<file path="src/rtl/core/clock_alarm_setting_controller_core_assert.svh">
// ---------------------------------------------------------------------------
// Clock and alarm setter assertion macros
// Shorthand for the clocked, reset-gated checks used in the core.
// ---------------------------------------------------------------------------
`ifndef CLOCK_ALARM_SETTING_CONTROLLER_CORE_ASSERT_SVH
`define CLOCK_ALARM_SETTING_CONTROLLER_CORE_ASSERT_SVH

// The consequent must hold in the same cycle as the antecedent.
`define CASC_ASSERT_SAME(lbl, ante, cons, msg) \
	lbl: assert property (@(posedge clk) disable iff (!arst_n) (ante) |-> (cons)) \
		else $error(msg);

// The consequent must hold in the cycle after the antecedent.
`define CASC_ASSERT_NEXT(lbl, ante, cons, msg) \
	lbl: assert property (@(posedge clk) disable iff (!arst_n) (ante) |=> (cons)) \
		else $error(msg);

`endif

</file>
<file path="src/rtl/core/casc_pkg.sv">
// ---------------------------------------------------------------------------
// Clock and alarm setter package
// Event codes, edit modes, action codes, field bounds and payload layouts.
// ---------------------------------------------------------------------------
package casc_pkg;

	typedef enum logic [2:0] {
		CMD_MODE  = 3'd0,
		CMD_OK    = 3'd1,
		CMD_MINUS = 3'd2,
		CMD_PLUS  = 3'd3,
		CMD_TICK  = 3'd4,
		CMD_MATCH = 3'd5,
		CMD_BUZZ  = 3'd6
	} cmd_t;

	typedef enum logic [3:0] {
		MODE_NORMAL  = 4'd0,
		MODE_AL_HOUR = 4'd1,
		MODE_AL_MIN  = 4'd2,
		MODE_AL_SEC  = 4'd3,
		MODE_HOUR    = 4'd4,
		MODE_MIN     = 4'd5,
		MODE_SEC     = 4'd6,
		MODE_YEAR    = 4'd7,
		MODE_MONTH   = 4'd8,
		MODE_DAY     = 4'd9,
		MODE_WEEKDAY = 4'd10,
		MODE_RING    = 4'd11
	} mode_t;

	typedef enum logic [2:0] {
		ACT_NONE     = 3'd0,
		ACT_WR_TIME  = 3'd1,
		ACT_WR_ALARM = 3'd2,
		ACT_BUZZ_ON  = 3'd3,
		ACT_BUZZ_OFF = 3'd4
	} action_t;

	// Field bounds, all held at the width of the widest field.
	localparam logic [6:0] LO_ZERO   = 7'd0;
	localparam logic [6:0] LO_ONE    = 7'd1;
	localparam logic [6:0] HOUR_MAX  = 7'd23;
	localparam logic [6:0] MIN_MAX   = 7'd59;
	localparam logic [6:0] YEAR_MAX  = 7'd99;
	localparam logic [6:0] MONTH_MAX = 7'd12;
	localparam logic [6:0] DAY_MAX   = 7'd31;
	localparam logic [6:0] WDAY_MAX  = 7'd7;

	// Calendar fields, hours in the lowest bits.
	typedef struct packed {
		logic [2:0] weekday;
		logic [4:0] day;
		logic [3:0] month;
		logic [6:0] year;
		logic [5:0] seconds;
		logic [5:0] minutes;
		logic [4:0] hours;
	} cal_t;

	// Calendar after reset: midnight, with month, day and weekday at one.
	localparam cal_t CAL_RESET = '{weekday: 3'd1, day: 5'd1, month: 4'd1, year: 7'd0,
		seconds: 6'd0, minutes: 6'd0, hours: 5'd0};

	typedef struct packed {
		logic [5:0] seconds;
		logic [5:0] minutes;
		logic [4:0] hours;
	} alm_t;

	// Result item, edit mode in the lowest bits.
	typedef struct packed {
		action_t action;
		alm_t    alarm;
		cal_t    cal;
		mode_t   mode;
	} out_t;

	localparam int IN_DATA_W  = 40;
	localparam int OUT_DATA_W = 64;

	// One step of a field: up wraps past the top to the bottom, down wraps
	// from the bottom (or any value above the top) to the top.
	function automatic logic [6:0] wrap_step(input logic [6:0] v, input logic [6:0] lo,
		input logic [6:0] hi, input logic up);
		logic [6:0] r;
		if (up) begin
			r = (v >= hi) ? lo : v + 7'd1;
		end else begin
			r = (v <= lo || v > hi) ? hi : v - 7'd1;
		end
		return r;
	endfunction

endpackage

</file>
<file path="src/rtl/core/clock_alarm_setting_controller_core.sv">
// ---------------------------------------------------------------------------
// Clock and alarm setting controller core
// Event-driven editor for clock time, date and alarm, with buzzer control.
// ---------------------------------------------------------------------------
//
// Channel   Direction  Payload
// s_axis    in         tuser: cmd; tdata: RTC time and date snapshot
// m_axis    out        tdata: edit mode, shown time/date, alarm, action
//
// One item is taken per cycle unless both registers are full under an output
// stall, and every item yields exactly one result item. An accepted item is
// held in the input register; the short decode and field wrap logic then
// updates the clock state and fills the result register, from which the
// result is offered on m_axis.
// The controller state is updated only when an item leaves the input
// register, so items are handled strictly in order.
// When the result register is full and m_axis_tready is low, the input
// register holds its item and s_axis_tready drops once both are full.
// Reset clears the mode, the clock and alarm fields (month, day and weekday
// to one), the buzzer level and both valid flags.
// ---------------------------------------------------------------------------
`include "clock_alarm_setting_controller_core_assert.svh"

module clock_alarm_setting_controller_core (
	input  logic                               clk,
	input  logic                               arst_n,
	input  logic                               s_axis_tvalid,
	output logic                               s_axis_tready,
	// Fields from bit 0: now_hours(5), now_minutes(6), now_seconds(6),
	// now_year(7), now_month(4), now_day(5), now_weekday(3), zero fill(4).
	input  logic [casc_pkg::IN_DATA_W-1:0]     s_axis_tdata,
	// Fields from bit 0: cmd(3).
	input  logic [2:0]                         s_axis_tuser,
	output logic                               m_axis_tvalid,
	input  logic                               m_axis_tready,
	// Fields from bit 0: edit_mode(4), shown_hours(5), shown_minutes(6),
	// shown_seconds(6), shown_year(7), shown_month(4), shown_day(5),
	// shown_weekday(3), set_alarm_hours(5), set_alarm_minutes(6),
	// set_alarm_seconds(6), action(3), zero fill(4).
	output logic [casc_pkg::OUT_DATA_W-1:0]    m_axis_tdata
);

	import casc_pkg::*;

	// Input register.
	logic  valid_s1;
	cmd_t  cmd_s1;
	cal_t  snap_s1;

	// Controller state.
	mode_t mode_q;
	cal_t  cal_q;
	alm_t  alm_q;
	logic  buzz_q;

	// Result register.
	logic  out_valid_q;
	out_t  out_q;

	// Next state from the item in the input register.
	mode_t   mode_n;
	cal_t    cal_n;
	alm_t    alm_n;
	logic    buzz_n;
	action_t act_n;
	logic    load_snap;
	logic    step_up;
	logic    advance;

	// The item in the input register moves on whenever the result register
	// is empty or is being emptied in this cycle.
	assign advance       = valid_s1 && (!out_valid_q || m_axis_tready);
	assign s_axis_tready = !valid_s1 || advance;

	always_ff @(posedge clk or negedge arst_n) begin
		if (!arst_n) begin
			valid_s1 <= 1'b0;
		end else if (s_axis_tready) begin
			valid_s1 <= s_axis_tvalid;
		end
	end

	always_ff @(posedge clk) begin
		if (s_axis_tvalid && s_axis_tready) begin
			cmd_s1  <= cmd_t'(s_axis_tuser);
			snap_s1 <= cal_t'(s_axis_tdata[$bits(cal_t)-1:0]);
		end
	end

	// Event decode. Minus and plus step only the field that the current edit
	// mode selects; OK commits and returns to normal mode; a second tick
	// refreshes the shown time except while time or date is being edited.
	always_comb begin
		mode_n    = mode_q;
		cal_n     = cal_q;
		alm_n     = alm_q;
		buzz_n    = buzz_q;
		act_n     = ACT_NONE;
		load_snap = 1'b0;
		step_up   = (cmd_s1 == CMD_PLUS);
		case (cmd_s1)
			CMD_MODE: begin
				// The last date field and the ringing mode both go back to
				// the alarm hour.
				if (mode_q >= MODE_WEEKDAY) begin
					mode_n = MODE_AL_HOUR;
				end else begin
					mode_n = mode_t'(mode_q + 4'd1);
				end
			end
			CMD_OK: begin
				if (mode_q >= MODE_AL_HOUR && mode_q <= MODE_AL_SEC) begin
					act_n     = ACT_WR_ALARM;
					load_snap = 1'b1;
				end else if (mode_q >= MODE_HOUR && mode_q <= MODE_WEEKDAY) begin
					// The edited time is what gets written, so keep it.
					act_n = ACT_WR_TIME;
				end else begin
					load_snap = 1'b1;
				end
				mode_n = MODE_NORMAL;
			end
			CMD_MINUS, CMD_PLUS: begin
				case (mode_q)
					MODE_AL_HOUR: alm_n.hours = 5'(wrap_step(7'(alm_q.hours),
						LO_ZERO, HOUR_MAX, step_up));
					MODE_AL_MIN: alm_n.minutes = 6'(wrap_step(7'(alm_q.minutes),
						LO_ZERO, MIN_MAX, step_up));
					MODE_AL_SEC: alm_n.seconds = 6'(wrap_step(7'(alm_q.seconds),
						LO_ZERO, MIN_MAX, step_up));
					MODE_HOUR: cal_n.hours = 5'(wrap_step(7'(cal_q.hours),
						LO_ZERO, HOUR_MAX, step_up));
					MODE_MIN: cal_n.minutes = 6'(wrap_step(7'(cal_q.minutes),
						LO_ZERO, MIN_MAX, step_up));
					MODE_SEC: cal_n.seconds = 6'(wrap_step(7'(cal_q.seconds),
						LO_ZERO, MIN_MAX, step_up));
					MODE_YEAR: cal_n.year = wrap_step(cal_q.year,
						LO_ZERO, YEAR_MAX, step_up);
					MODE_MONTH: cal_n.month = 4'(wrap_step(7'(cal_q.month),
						LO_ONE, MONTH_MAX, step_up));
					MODE_DAY: cal_n.day = 5'(wrap_step(7'(cal_q.day),
						LO_ONE, DAY_MAX, step_up));
					MODE_WEEKDAY: cal_n.weekday = 3'(wrap_step(7'(cal_q.weekday),
						LO_ONE, WDAY_MAX, step_up));
					default: begin
					end
				endcase
			end
			CMD_TICK: begin
				if (mode_q <= MODE_AL_SEC || mode_q == MODE_RING) begin
					load_snap = 1'b1;
				end
			end
			CMD_MATCH: begin
				mode_n = MODE_RING;
			end
			CMD_BUZZ: begin
				// While ringing the buzzer toggles on each buzz event; otherwise
				// it is forced off.
				if (mode_q == MODE_RING) begin
					buzz_n = !buzz_q;
					act_n  = buzz_n ? ACT_BUZZ_ON : ACT_BUZZ_OFF;
				end else begin
					buzz_n = 1'b0;
					act_n  = ACT_BUZZ_OFF;
				end
			end
			default: begin
			end
		endcase
		if (load_snap) begin
			cal_n = snap_s1;
		end
	end

	always_ff @(posedge clk or negedge arst_n) begin
		if (!arst_n) begin
			mode_q      <= MODE_NORMAL;
			cal_q       <= CAL_RESET;
			alm_q       <= '0;
			buzz_q      <= 1'b0;
			out_valid_q <= 1'b0;
		end else begin
			if (advance) begin
				mode_q <= mode_n;
				cal_q  <= cal_n;
				alm_q  <= alm_n;
				buzz_q <= buzz_n;
			end
			if (advance) begin
				out_valid_q <= 1'b1;
			end else if (m_axis_tready) begin
				out_valid_q <= 1'b0;
			end
		end
	end

	always_ff @(posedge clk) begin
		if (advance) begin
			out_q.action <= act_n;
			out_q.alarm  <= alm_n;
			out_q.cal    <= cal_n;
			out_q.mode   <= mode_n;
		end
	end

	assign m_axis_tvalid = out_valid_q;
	assign m_axis_tdata  = {(OUT_DATA_W - $bits(out_t))'(0), out_q};

	// A committed alarm always leaves the editor in normal mode.
	`CASC_ASSERT_SAME(a_alarm_commit_normal, out_valid_q && out_q.action == ACT_WR_ALARM,
		out_q.mode == MODE_NORMAL, "alarm write without return to normal mode")
	// The buzzer is only switched on while the alarm rings.
	`CASC_ASSERT_SAME(a_buzz_on_ringing, out_valid_q && out_q.action == ACT_BUZZ_ON,
		out_q.mode == MODE_RING && buzz_q, "buzzer on outside ringing mode")
	// While a result is stalled, the controller state must not move.
	`CASC_ASSERT_NEXT(a_stall_holds_state, out_valid_q && !m_axis_tready,
		$stable(mode_q) && $stable(cal_q) && $stable(alm_q), "state changed during stall")

endmodule

</file>
<file path="config.mk">
export PLATFORM = sky130hd
export DESIGN_NAME = clock_alarm_setting_controller_core
export DESIGN_NICKNAME = d
export VERILOG_FILES = /design/src/rtl/core/casc_pkg.sv /design/src/rtl/core/clock_alarm_setting_controller_core.sv
export VERILOG_INCLUDE_DIRS = /design/src /design/src/rtl/core
export SDC_FILE = /design/constraint.sdc
export NUM_CORES = 1
export LEC_CHECK = 0
export CAP_MARGIN = 25
export CORE_ASPECT_RATIO = 1.4
export CORE_MARGIN = 2
export CORE_UTILIZATION = 45
export CTS_BUF_LIST = sky130_fd_sc_hd__clkbuf_2 sky130_fd_sc_hd__clkbuf_4 sky130_fd_sc_hd__clkbuf_8
export CTS_CLUSTER_SIZE = 24
export DETAILED_ROUTE_END_ITERATION = 10
export DONT_BUFFER_PORTS = 1
export PLACE_DENSITY = 0.58
export SLEW_MARGIN = 20
export SYNTH_ARGS = -nofsm -noshare
export SYNTH_HDL_FRONTEND = slang
export SYNTH_SLANG_ARGS = --single-unit
</file>
<file path="constraint.sdc">
create_clock -name clk -period 3.26 [get_ports clk]
set_input_delay 0.326 -clock clk [delete_from_list [all_inputs] [get_ports clk]]
set_output_delay 0.326 -clock clk [all_outputs]
set_load 0.05 [all_outputs]
</file>
==> out/metrics.cfg <==
[synth]
yosysSeqAreaShare=0.465
synth_top_area_cell=edfxtp_1
postSynth.asyncResetShare=0.377
synth_area_leaders=edfxtp_1 31%, dfrtp_1 15%, a21oi_1 4.6%
synthFlopType=edfxtp_1
ys_ff_latch=159
yosysWarnings=0
synth.avg_cell_area_um2=9.52
synth-edff-count=99
syn_area_um2=9630
syn_inst=1012
synth_top_area_frac=0.309
synth.distinct_cells=88

[clocking]
cts_tree=yes
cts_made_buffers=17
postCtsSetupRepairBufs=0
root_buffer=clkbuf_8
clock_sinks=159
insertion_delay_ps=490
htree_levels=4
clk_pin_slew_ps=90
clockBufferDepth=2

[sta]
fin_hold_ws_ps=48.6
fmax_mhz=393
hold_violations=0
rsz0062_at_grt=false
slew_viol_final=0
min_period_over_period=0.780
skew_ps=16.1
relSlewSlack=0.511
fin_ws_ps=716
min_period_ps=2540
setup_violations=0
tns_ps=0
worst_pin_slew_ps=726

[pwr]
power.leakage_nw=3.87
intPower_mw=4.79
switching_share=0.464
seqPwrFrac=0.485
peakVddDrop_mv=0.460
power.switching_mw=4.15
powerDensity_nw_per_um2=847
p_comb_frac=0.357
clockPowerShare=0.158

[job]
drv_cap=0

[layout]
mostFrequentLayoutCells=99 x edfxtp_1, 90 x nor2_1, 89 x a21oi_1, 89 x nand2_1, 63 x o21ai_0
layout.nets=1093
drive_gt1_frac=0.0938
layout_commonest_cell=edfxtp_1
area_growth_pct=9.65
n_antenna_cell=0
final_area_um2=10600

[global_route]
antenna_found_initial=0
grt_pass1_wl_um=39800
grt_pass1_vias=7641
grt_use_total=0.223
grt-ovfl-total=0
grt_max_degree=61

[route]
routedWlPerCell_um=18.9
via_count=7819
drtIter0Drc=620
wirelength_um=24200
drc=0
ant_nets=0
vias_per_cell=6.09
dr.pass1.iters=5

[floorplan]
io_pins=113
fp-row-count=63
start_util=0.456
design.die.area_um2=22600
core_area_um2=21100
die_width_um=128
dieHeight_um=177

[worst_hold_path]
hold_path_depth=2
holdCritPathClass=in2reg

[setup_path]
crit_type=reg2reg
cp_data_required_time_ps=3670
rrSetupSlack_ps=720
arrival_ps=2950
r2r_cells=6
crit_fanout=42
startpoint_type=register
crit_path_end_kind=register

[place]
dpl.hpwl_um=16200
place_congestion=0.904
portBuffers=0
place_ws_ps=731
place_area_um2=9760

[status]
status=complete, no violations

[routing by layer]
layer	track usage	routed length [µm]	part of all wire
met1	0.274	10500	0.43
met2	0.394	12400	0.51
met3	0.0396	885	0.037
met4	0.0751	485	0.020
met5	0	0	0
[synth_stat cells (26+ instances only)]
cell type	n
clkbuf_1	46
dfrtp_1	57
a21oi_1	89
nor2_1	90
nor3_1	31
nand3_1	30
edfxtp_1	99
a31oi_1	26
nand2_1	90
inv_1	34
ha_1	35
o21ai_0	63
[power groups by stage]
stage / logic, mW / clock network (mW) / registers [mW]
after detailed placement: 3.12 / 0 / 4.37
after floorplan: 2.94 / 0 / 3.81
after global routing: 3.66 / 1.52 / 4.46
final: 3.20 / 1.41 / 4.34
after CTS: 3.20 / 1.45 / 4.33
after global placement: 3.06 / 0 / 4.37
[flip-flops by register name, summed over array words and instances (netlist names)]
| register | flops |
|---|---|
| alm_q | 17 |
| snap_s1 | 36 |
| cmd_s1 | 3 |
| m_axis_tvalid | 1 |
| mode_q | 4 |
| m_axis_tdata | 60 |
| valid_s1 | 1 |
| cal_q | 36 |
| buzz_q | 1 |
[metrics by stage]
step,std cells,utilization,power (mW)
after global routing,1284,0.500,9.64
after global placement,1210,0.462,7.44
after floorplan,1015,-,6.75
after detailed placement,1210,0.462,7.49
final,1284,0.500,8.95
after CTS,1284,0.500,8.98
[critical path: stages (launching register included)]
cell	delay [ps]
edfxtp_1	600
or3b_4	500
a211o_4	370
nand2_2	90
buf_4	400
o21ai_0	240
a22oi_1	240
[area by class of cell]
class	instances	area (µm²)
fill	1977	10600
multi-input combinational	742	4680
clock inverter	15	126
sequential	159	4480
inverter	34	130
timing repair buffer	57	588
clock buffer	17	234
tap	260	325
[cell families (layout without fill, tap and decap cells)]
family | count (synthesis) | count (layout) | synth area share
AOI/OAI and AO/OA | 336 | 336 | 0.234
xor gates and xnor gates | 17 | 17 | 0.0155
adders and majority gates | 35 | 35 | 0.0455
buffers and inverters | 114 | 123 | 0.0514
DFF | 159 | 159 | 0.465
muxes | 16 | 16 | 0.0184
other | 1 | 4 | 0.000389
and+or+nand+nor | 334 | 334 | 0.170
[repair_timing]
item / 4_1_cts / 5_1_grt
gates resized for setup: 0 / 0
hold buffers: 42 / 0
hold endpoints to repair: 100 / 0
setup endpoints to repair: 0 / 0
[worst paths after layout]
path	startpoint	endpoint
worst min-delay path	m_axis_tready	m_axis_tvalid
worst max-delay path	cmd_s1[1]	cal_q[33]
worst max register to register	cmd_s1[1]	cal_q[33]
max in group asynchronous	arst_n	cal_q[33]
min in group asynchronous	arst_n	alm_q[13]
worst min register to register	valid_s1	m_axis_tvalid
(Power assumes the default switching activity.)
